--- src/sv/reb_pkg.sv ---
// Shared types, constants and codes for the range encoder with byte output.
package reb_pkg;

    // Coder constants
    localparam int unsigned PENDING_MAX   = 32;
    localparam int unsigned PEND_W        = 6;
    localparam int unsigned ENC_SHIFTS    = 4;
    localparam int unsigned FLUSH_SHIFTS  = 5;
    localparam int unsigned TOTAL_MAX     = 16;
    localparam logic [31:0] RANGE_RESET   = 32'hFFFF_FFFF;
    localparam logic [31:0] TOP_LIMIT     = 32'h0100_0000;
    localparam logic [32:0] FF_WINDOW     = 33'h0_FF00_0000;
    localparam logic [7:0]  FILL_BYTE     = 8'hFF;

    // Operation codes
    localparam logic OP_ENCODE = 1'b0;
    localparam logic OP_FLUSH  = 1'b1;

    // Error codes
    localparam logic [1:0] ERR_NONE     = 2'd0;
    localparam logic [1:0] ERR_INTERVAL = 2'd1;
    localparam logic [1:0] ERR_PENDING  = 2'd2;

    typedef struct packed {
        logic        operation;
        logic [15:0] cum_start;
        logic [16:0] sym_count;
        logic [4:0]  total_bits;
    } req_t;

    typedef struct packed {
        logic [7:0] out_byte;
        logic       byte_valid;
        logic       last;
        logic [1:0] error;
    } rsp_t;

    // Controller to datapath
    typedef struct packed {
        logic load;
        logic mul1;
        logic mul2;
        logic shift;
        logic emit;
        logic finish;
        logic clear_state;
    } cmd_t;

    // Datapath to controller
    typedef struct packed {
        logic req_invalid;
        logic range_small;
        logic shift_emits;
        logic pending_zero;
        logic can_put;
        logic can_finish;
    } status_t;

endpackage

--- src/sv/range_encoder_byte_out.sv ---
// Sequence: encode takes an accept, the MUL1 and MUL2 multiplies, up to ENC_SHIFTS byte shifts,
// one emit per byte and a finish; a rejected interval takes an accept and a finish. Flush takes
// an accept, FLUSH_SHIFTS byte shifts, one emit per emitted byte and a finish.
// Throughput: one request at a time; the sequencer steps one multiply, shift or byte per cycle,
// and a stalled result holds it.
// Reset (rst_n, async low): coder returns to low 0, range all ones, no pending bytes.
module range_encoder_byte_out (
    input  logic          clk,
    input  logic          rst_n,
    input  logic          req_valid,
    output logic          req_stall,
    input  reb_pkg::req_t req_data,
    output logic          rsp_valid,
    input  logic          rsp_stall,
    output reb_pkg::rsp_t rsp_data
);
    import reb_pkg::*;

    cmd_t    cmd;
    status_t status;

    reb_ctrl u_ctrl (
        .clk           (clk),
        .rst_n         (rst_n),
        .req_valid     (req_valid),
        .req_operation (req_data.operation),
        .status        (status),
        .req_stall     (req_stall),
        .cmd           (cmd)
    );

    reb_dp u_dp (
        .clk       (clk),
        .rst_n     (rst_n),
        .req_data  (req_data),
        .rsp_stall (rsp_stall),
        .cmd       (cmd),
        .status    (status),
        .rsp_valid (rsp_valid),
        .rsp_data  (rsp_data)
    );

    // Checks on the sequencer and result stream
    a_cmd_onehot: assert property (@(posedge clk) disable iff (!rst_n)
        $onehot0({cmd.load, cmd.mul1, cmd.mul2, cmd.shift, cmd.emit, cmd.finish}))
        else $error("more than one datapath command at once");

    a_emit_room: assert property (@(posedge clk) disable iff (!rst_n)
        (cmd.emit || cmd.finish) |-> status.can_finish || (cmd.emit && status.can_put))
        else $error("result pushed while output register is blocked");

    a_mid_result: assert property (@(posedge clk) disable iff (!rst_n)
        (rsp_valid && !rsp_data.last) |-> (rsp_data.byte_valid && rsp_data.error == ERR_NONE))
        else $error("non-final result without a byte or with an error");

    a_err_code: assert property (@(posedge clk) disable iff (!rst_n)
        rsp_valid |-> (rsp_data.error == ERR_NONE || rsp_data.error == ERR_INTERVAL
                       || rsp_data.error == ERR_PENDING))
        else $error("unknown error code on result");

endmodule

--- src/sv/reb_dp.sv ---
// Datapath: coder state, multipliers, byte shifter, held byte and result register.
module reb_dp (
    input  logic             clk,
    input  logic             rst_n,
    input  reb_pkg::req_t    req_data,
    input  logic             rsp_stall,
    input  reb_pkg::cmd_t    cmd,
    output reb_pkg::status_t status,
    output logic             rsp_valid,
    output reb_pkg::rsp_t    rsp_data
);
    import reb_pkg::*;

    logic [32:0]       low_reg, low_next;
    logic [31:0]       range_reg, range_next;
    logic [7:0]        cached_reg, cached_next;
    logic [PEND_W-1:0] pending_reg, pending_next;
    logic [1:0]        err_reg, err_next;

    logic [15:0] cum_reg;
    logic [16:0] cnt_reg;
    logic [4:0]  bits_reg;
    logic [31:0] step_reg;
    logic [47:0] prod_reg;

    logic [7:0] emit_byte_reg, emit_byte_next;
    logic [7:0] fill_reg, fill_next;
    logic [7:0] held_byte_reg, held_byte_next;
    logic       held_valid_reg, held_valid_next;

    logic       out_valid_reg, out_valid_next;
    rsp_t       out_reg, out_next;

    logic [17:0] iv_sum;
    logic [17:0] iv_limit;
    logic [31:0] step_calc;
    logic [48:0] range_prod;
    logic        out_free;

    // Interval check on the incoming request
    assign iv_sum   = 18'(req_data.cum_start) + 18'(req_data.sym_count);
    assign iv_limit = 18'(1) << req_data.total_bits;
    assign status.req_invalid = (req_data.sym_count == 17'd0)
                             || (req_data.total_bits > 5'(TOTAL_MAX))
                             || (iv_sum > iv_limit);

    assign out_free            = !out_valid_reg || !rsp_stall;
    assign status.range_small  = range_reg < TOP_LIMIT;
    assign status.shift_emits  = (low_reg < FF_WINDOW) || low_reg[32];
    assign status.pending_zero = (pending_reg == '0);
    assign status.can_put      = !held_valid_reg || out_free;
    assign status.can_finish   = out_free;

    assign step_calc  = range_reg >> bits_reg;
    assign range_prod = step_reg * cnt_reg;

    // Field and multiplier registers
    always_ff @(posedge clk)
    begin
        if (cmd.load)
        begin
            cum_reg  <= req_data.cum_start;
            cnt_reg  <= req_data.sym_count;
            bits_reg <= req_data.total_bits;
        end
        if (cmd.mul1)
        begin
            step_reg <= step_calc;
            prod_reg <= cum_reg * step_calc;
        end
    end

    // Coder state update
    always_comb
    begin
        low_next        = low_reg;
        range_next      = range_reg;
        cached_next     = cached_reg;
        pending_next    = pending_reg;
        err_next        = err_reg;
        emit_byte_next  = emit_byte_reg;
        fill_next       = fill_reg;
        held_byte_next  = held_byte_reg;
        held_valid_next = held_valid_reg;
        out_valid_next  = out_valid_reg && rsp_stall;
        out_next        = out_reg;

        if (cmd.load)
        begin
            err_next = (req_data.operation == OP_ENCODE && status.req_invalid)
                       ? ERR_INTERVAL : ERR_NONE;
        end

        if (cmd.mul2)
        begin
            low_next   = low_reg + prod_reg[32:0];
            range_next = range_prod[31:0];
        end

        // One byte shift of the low value
        if (cmd.shift)
        begin
            range_next = {range_reg[23:0], 8'h00};
            if (status.shift_emits)
            begin
                emit_byte_next = cached_reg + 8'(low_reg[32]);
                fill_next      = low_reg[32] ? 8'h00 : FILL_BYTE;
                cached_next    = low_reg[31:24];
            end
            else if (pending_reg >= PEND_W'(PENDING_MAX))
            begin
                err_next = ERR_PENDING;
            end
            else
            begin
                pending_next = pending_reg + 1'b1;
            end
            low_next = {1'b0, low_reg[23:0], 8'h00};
        end

        // Emit one byte into the held stage, pushing the older one out
        if (cmd.emit)
        begin
            held_byte_next  = emit_byte_reg;
            held_valid_next = 1'b1;
            if (held_valid_reg)
            begin
                out_valid_next = 1'b1;
                out_next       = '{out_byte: held_byte_reg, byte_valid: 1'b1,
                                   last: 1'b0, error: ERR_NONE};
            end
            if (!status.pending_zero)
            begin
                emit_byte_next = fill_reg;
                pending_next   = pending_reg - 1'b1;
            end
        end

        // Final result of the request
        if (cmd.finish)
        begin
            out_valid_next  = 1'b1;
            out_next        = '{out_byte: held_valid_reg ? held_byte_reg : 8'h00,
                                byte_valid: held_valid_reg, last: 1'b1, error: err_reg};
            held_valid_next = 1'b0;
        end

        if (cmd.clear_state)
        begin
            low_next     = '0;
            range_next   = RANGE_RESET;
            cached_next  = '0;
            pending_next = '0;
        end
    end

    // Control and coder state registers
    always_ff @(posedge clk or negedge rst_n)
    begin
        if (!rst_n)
        begin
            low_reg        <= '0;
            range_reg      <= RANGE_RESET;
            cached_reg     <= '0;
            pending_reg    <= '0;
            err_reg        <= ERR_NONE;
            held_valid_reg <= 1'b0;
            out_valid_reg  <= 1'b0;
        end
        else
        begin
            low_reg        <= low_next;
            range_reg      <= range_next;
            cached_reg     <= cached_next;
            pending_reg    <= pending_next;
            err_reg        <= err_next;
            held_valid_reg <= held_valid_next;
            out_valid_reg  <= out_valid_next;
        end
    end

    // Payload registers
    always_ff @(posedge clk)
    begin
        emit_byte_reg <= emit_byte_next;
        fill_reg      <= fill_next;
        held_byte_reg <= held_byte_next;
        out_reg       <= out_next;
    end

    assign rsp_valid = out_valid_reg;
    assign rsp_data  = out_reg;

endmodule

--- src/sv/reb_ctrl.sv ---
// Controller: sequences multiply, byte shift, emission and completion per request.
module reb_ctrl (
    input  logic             clk,
    input  logic             rst_n,
    input  logic             req_valid,
    input  logic             req_operation,
    input  reb_pkg::status_t status,
    output logic             req_stall,
    output reb_pkg::cmd_t    cmd
);
    import reb_pkg::*;

    localparam logic [2:0] ST_IDLE   = 3'd0;
    localparam logic [2:0] ST_MUL1   = 3'd1;
    localparam logic [2:0] ST_MUL2   = 3'd2;
    localparam logic [2:0] ST_SHIFT  = 3'd3;
    localparam logic [2:0] ST_EMIT   = 3'd4;
    localparam logic [2:0] ST_FINISH = 3'd5;

    logic [2:0] state_reg, state_next;
    logic [2:0] iter_reg, iter_next;
    logic       flush_reg, flush_next;
    logic [2:0] iter_limit;

    assign req_stall  = (state_reg != ST_IDLE);
    assign iter_limit = flush_reg ? 3'(FLUSH_SHIFTS) : 3'(ENC_SHIFTS);

    // Next state and commands
    always_comb
    begin
        state_next = state_reg;
        iter_next  = iter_reg;
        flush_next = flush_reg;
        cmd        = '0;

        unique case (state_reg)
            ST_IDLE:
            begin
                if (req_valid)
                begin
                    cmd.load   = 1'b1;
                    iter_next  = '0;
                    flush_next = (req_operation == OP_FLUSH);
                    if (req_operation == OP_FLUSH)
                        state_next = ST_SHIFT;
                    else if (status.req_invalid)
                        state_next = ST_FINISH;
                    else
                        state_next = ST_MUL1;
                end
            end
            ST_MUL1:
            begin
                cmd.mul1   = 1'b1;
                state_next = ST_MUL2;
            end
            ST_MUL2:
            begin
                cmd.mul2   = 1'b1;
                state_next = ST_SHIFT;
            end
            ST_SHIFT:
            begin
                if (iter_reg < iter_limit && (flush_reg || status.range_small))
                begin
                    cmd.shift  = 1'b1;
                    iter_next  = iter_reg + 1'b1;
                    state_next = status.shift_emits ? ST_EMIT : ST_SHIFT;
                end
                else
                begin
                    cmd.clear_state = flush_reg;
                    state_next      = ST_FINISH;
                end
            end
            ST_EMIT:
            begin
                if (status.can_put)
                begin
                    cmd.emit = 1'b1;
                    if (status.pending_zero)
                        state_next = ST_SHIFT;
                end
            end
            ST_FINISH:
            begin
                if (status.can_finish)
                begin
                    cmd.finish = 1'b1;
                    state_next = ST_IDLE;
                end
            end
            default:
            begin
                state_next = ST_IDLE;
            end
        endcase
    end

    always_ff @(posedge clk or negedge rst_n)
    begin
        if (!rst_n)
        begin
            state_reg <= ST_IDLE;
            iter_reg  <= '0;
            flush_reg <= 1'b0;
        end
        else
        begin
            state_reg <= state_next;
            iter_reg  <= iter_next;
            flush_reg <= flush_next;
        end
    end

endmodule
--- config.mk ---
export PLATFORM = sky130hd
export DESIGN_NAME = range_encoder_byte_out
export DESIGN_NICKNAME = d
export VERILOG_FILES = /design/src/sv/reb_pkg.sv /design/src/sv/range_encoder_byte_out.sv /design/src/sv/reb_dp.sv /design/src/sv/reb_ctrl.sv
export SDC_FILE = /design/constraint.sdc
export NUM_CORES = 2
export LEC_CHECK = 0
export ABC_AREA = 1
export BUFFER_PORTS_ARGS = -buffer_cell sky130_fd_sc_hd__buf_4
export CAP_MARGIN = 20
export CORE_ASPECT_RATIO = 1.75
export CORE_UTILIZATION = 50
export CTS_CLUSTER_SIZE = 25
export DETAILED_ROUTE_END_ITERATION = 8
export PLACE_DENSITY = 0.75
export SLEW_MARGIN = 30
export SYNTH_ARGS = -nofsm -noshare
export SYNTH_HDL_FRONTEND = slang
export SYNTH_SLANG_ARGS = --single-unit
--- constraint.sdc ---
create_clock -name clk -period 18.1 [get_ports clk]
set_input_delay 0.905 -clock clk [delete_from_list [all_inputs] [get_ports clk]]
set_output_delay 0.905 -clock clk [all_outputs]
set_load 0.01 [all_outputs]
==> summary.md <==
| Metric | Value |
|---|---|
| Critical R2R Launch | u_dp.bits_reg[0]$_DFFE_PP_ |
| Hold-fix buffers, CTS | 0 |
| Worst skew pair latency | ~570 ps |
| Post_cts resized | 0 |
| TritonCTS buffer count | 23 |
| CTS Sinks | around 220 |
| RSZ-0062 raised after global routing | false |
| Synth Warn # | 0 |
| Min-delay worst type | in -> async |
| Post-synthesis xor/xnor area fraction | between 2 and 3% |
| Vias in the first global route | roughly 32000 |
| Initial antenna violation count | 0 |
| Slew @ Worst Pin | between 1000 and 1500 ps |
| Slowest cell on the critical path | inv_1 |
| Unique masters post-synth | between 70 and 80 |
| Residual DRC | 0 |
| Relative slew slack | a little under a third |
| CP arrival | about 8300 ps |
| Crit path top cell by count | nand2_1 |
| Avg WL per Cell | 19.1 um |
| Io pins | 57 |
| Req. time, crit path | between 15000 and 20000 ps |
| Global-route wire length before repair | 168000 um |
| EDFF count, synth | around 120 |
| Syn Area/Cell | roughly 8 um^2 |
| Setup TNS | 0 ps |
| DR vias | 30447 |
| Worst setup path start | u_dp.bits_reg[0]$_DFFE_PP_ |
| Root Buffer | clkbuf_16 |
| Peak Freq | about 120 MHz |
| Fin crit period | between 8000 and 9000 ps |
| Final period util | approximately 44% |
| Worst Setup End Kind | flip-flop |
| Post-CTS Setup Bufs | 0 |
| Count of pins over their slew limit | 0 |
| Post-detailed-route count of antenna-violating nets | 0 |
| Outcome | finished, final reports clean |
| CTS tree | done |
| Hold_ws | roughly 200 ps |
| Area grow syn2layout | 4.89% |
| I/O Buffers | between 50 and 60 |
| H-tree Lvls | 1 |
| Overflow left after global routing | 0 |
| Critical Path Start Type | flip-flop |
| Core Region | roughly 0.073 mm^2 |
| FF+latch count, synth | 222 |
| Ratio of cells with drive above 1 in the final layout | approximately 5.2% |
| Multiplexer share of the synthesized area | less than 1% |
| Most frequent cells in the layout | nand2_1 (1103), inv_1 (1059), fa_1 (639) |
| Clk slew on worst S/H paths | 80 ps |
| GRT Total Usage | 28.8% |
| Compound-Gate Fraction of Synth Area | between 7 and 8% |
| Max Clock Skew | ~24 ps |
| First-pass DRT Iterations | 8 |
| Die area | 0.0753 mm^2 |
| Synthesized area | between 0.03 and 0.04 mm^2 |
| Kind of critical path | reg -> reg |
| Synth top area cells | fa_1 (35%), nand2_1 (11%), inv_1 (11%) |
| Synth area leader | fa_1 |
| Total wire length | roughly 100000 um |
| Final setup viols | 0 |
| Starting Density | between 50% and 60% |
| Synth Area in Adders | between 40% and 50% |
| Drt initial violations | 2068 |
| Die width | slightly above 200 um |
| Largest net degree at the start of global routing | between 70 and 80 |
| Most used DFF post-synth | edfxtp_1 |
| Via density per instance | roughly 5.5 |
| Hold Fails Final Rpt | 0 |
| DP Cell Count | 5450 |
| CP max stage delay | about 600 ps |
| Final GP Congestion | around 1 |
| Filler instances | about 6800 |
| Post-DP HPWL | roughly 85000 um |
| Row count | 131 |
| Syn nets | between 5000 and 6000 |
| Final Util | 53.2% |
| Sequential share of the synthesized area | 16.6% |
| Clock Path Buffers | 3 |
| Non-filler cells, final | about 5500 |
| Syn Inst Count | 4625 |
| Max_cap viols | 0 |
| Die span in y | 362 um |
| Leading cell type in the layout, fill and taps excluded | nand2_1 |
| Combinational family with the most area after synthesis | adder cells |
| Async SR Flop Fraction | approximately two fifths |
| Synth Area in Simple Gates | between 10% and 20% |
| Layout Nets | ~5400 |
| Worst Path Max Fanout | 47 |
| Post-synth top area share | between 30% and 40% |
[cells in the mapped netlist, types with 3 or more instances]
| library cell | instances |
|---|---|
| a211o_1 | 3 |
| a211oi_1 | 7 |
| a21o_1 | 13 |
| a21oi_1 | 184 |
| a21oi_2 | 3 |
| a22oi_1 | 7 |
| a31o_2 | 3 |
| a31oi_1 | 14 |
| buf_1 | 8 |
| buf_2 | 30 |
| buf_4 | 4 |
| buf_6 | 4 |
| clkbuf_1 | 146 |
| clkinv_1 | 4 |
| dfrtp_1 | 58 |
| dfstp_2 | 32 |
| dfxtp_1 | 9 |
| edfxtp_1 | 123 |
| fa_1 | 639 |
| ha_1 | 205 |
| inv_1 | 1060 |
| inv_2 | 20 |
| mux2i_1 | 8 |
| nand2_1 | 1103 |
| nand2_2 | 10 |
| nand3_1 | 169 |
| nand3_2 | 5 |
| nand3_4 | 3 |
| nand3b_1 | 6 |
| nand4_1 | 19 |
| nor2_1 | 282 |
| nor2_2 | 4 |
| nor3_1 | 32 |
| nor4_1 | 11 |
| o211ai_1 | 18 |
| o21ai_0 | 168 |
| o21ai_1 | 22 |
| o21ai_2 | 3 |
| o21bai_1 | 15 |
| o221ai_1 | 4 |
| o22ai_1 | 10 |
| or2_2 | 14 |
| xnor2_1 | 36 |
| xor2_1 | 70 |
[worst max-delay path, delay by kind of cell (launching register included)]
family          cells  cell delay (ps)
xor+xnor            1              140
compound gates      9             1650
flops               1              330
simple gates        7              730
fa+ha+maj           7             3450
buf+inv             7             1420
[stage by stage]
step	instance area (um^2)	setup slack (ps)
2_1_floorplan	37100	11370
3_3_place_gp	38100	9790
3_5_place_dp	38100	10030
4_1_cts	38800	10050
5_1_grt	38900	9630
6_report	38900	10100
[routing by layer]
| layer | routed length (um) | part of all wire (%) | track usage, % |
|---|---|---|---|
| met1 | 34800 | 33 | 29.6 |
| met2 | 55300 | 53 | 53.3 |
| met3 | 5630 | 5.4 | 3.17 |
| met4 | 9040 | 8.6 | 22.0 |
| met5 | 0 | 0 | 0 |
[kinds of logic (layout without fill, tap and decap cells)]
kind of cell / count (synthesis) / in the layout
AND/OR/NAND/NOR: 1672 / 1672
buffers and inverters: 1279 / 1217
adder cells (fa/ha/maj): 844 / 844
AO/OA/AOI/OAI: 494 / 494
flip-flops: 222 / 222
XOR/XNOR: 106 / 106
multiplexers: 8 / 8
other: 0 / 1
[area by class of cell]
type | count | area [um^2] | share of cell area (%)
clock buffer | 23 | 576 | 1.48
clock inverter | 18 | 169 | 0.434
multi-input combinational | 3124 | 26000 | 66.9
antenna | 1 | 2.50 | 0.00644
tap | 931 | 1160 | 3.00
inverter | 1085 | 4080 | 10.5
timing repair buffer | 91 | 698 | 1.80
sequential | 222 | 6170 | 15.9
[final timing paths]
kind / end / slack (ps) / cells after the start
setup / recovery: u_dp.prod_reg[27]$_DFFE_PP_ / 10100 / 31
hold / removal: u_dp.low_reg[26]$_DFFE_PN0P_ / 200 / 1
setup reg to reg: u_dp.prod_reg[27]$_DFFE_PP_ / 10100 / 31
hold reg to reg: u_dp.held_byte_reg[6]$_DFFE_PP_ / 430 / 0
max in group asynchronous: u_dp.range_reg[21]$_DFFE_PN1P_ / 16950 / 2
min in group clk: u_dp.held_byte_reg[6]$_DFFE_PP_ / 430 / 0
Power is left out: the tool's default activity adds up to more than one toggle a clock period on the data nets, which glitch-free logic cannot reach.
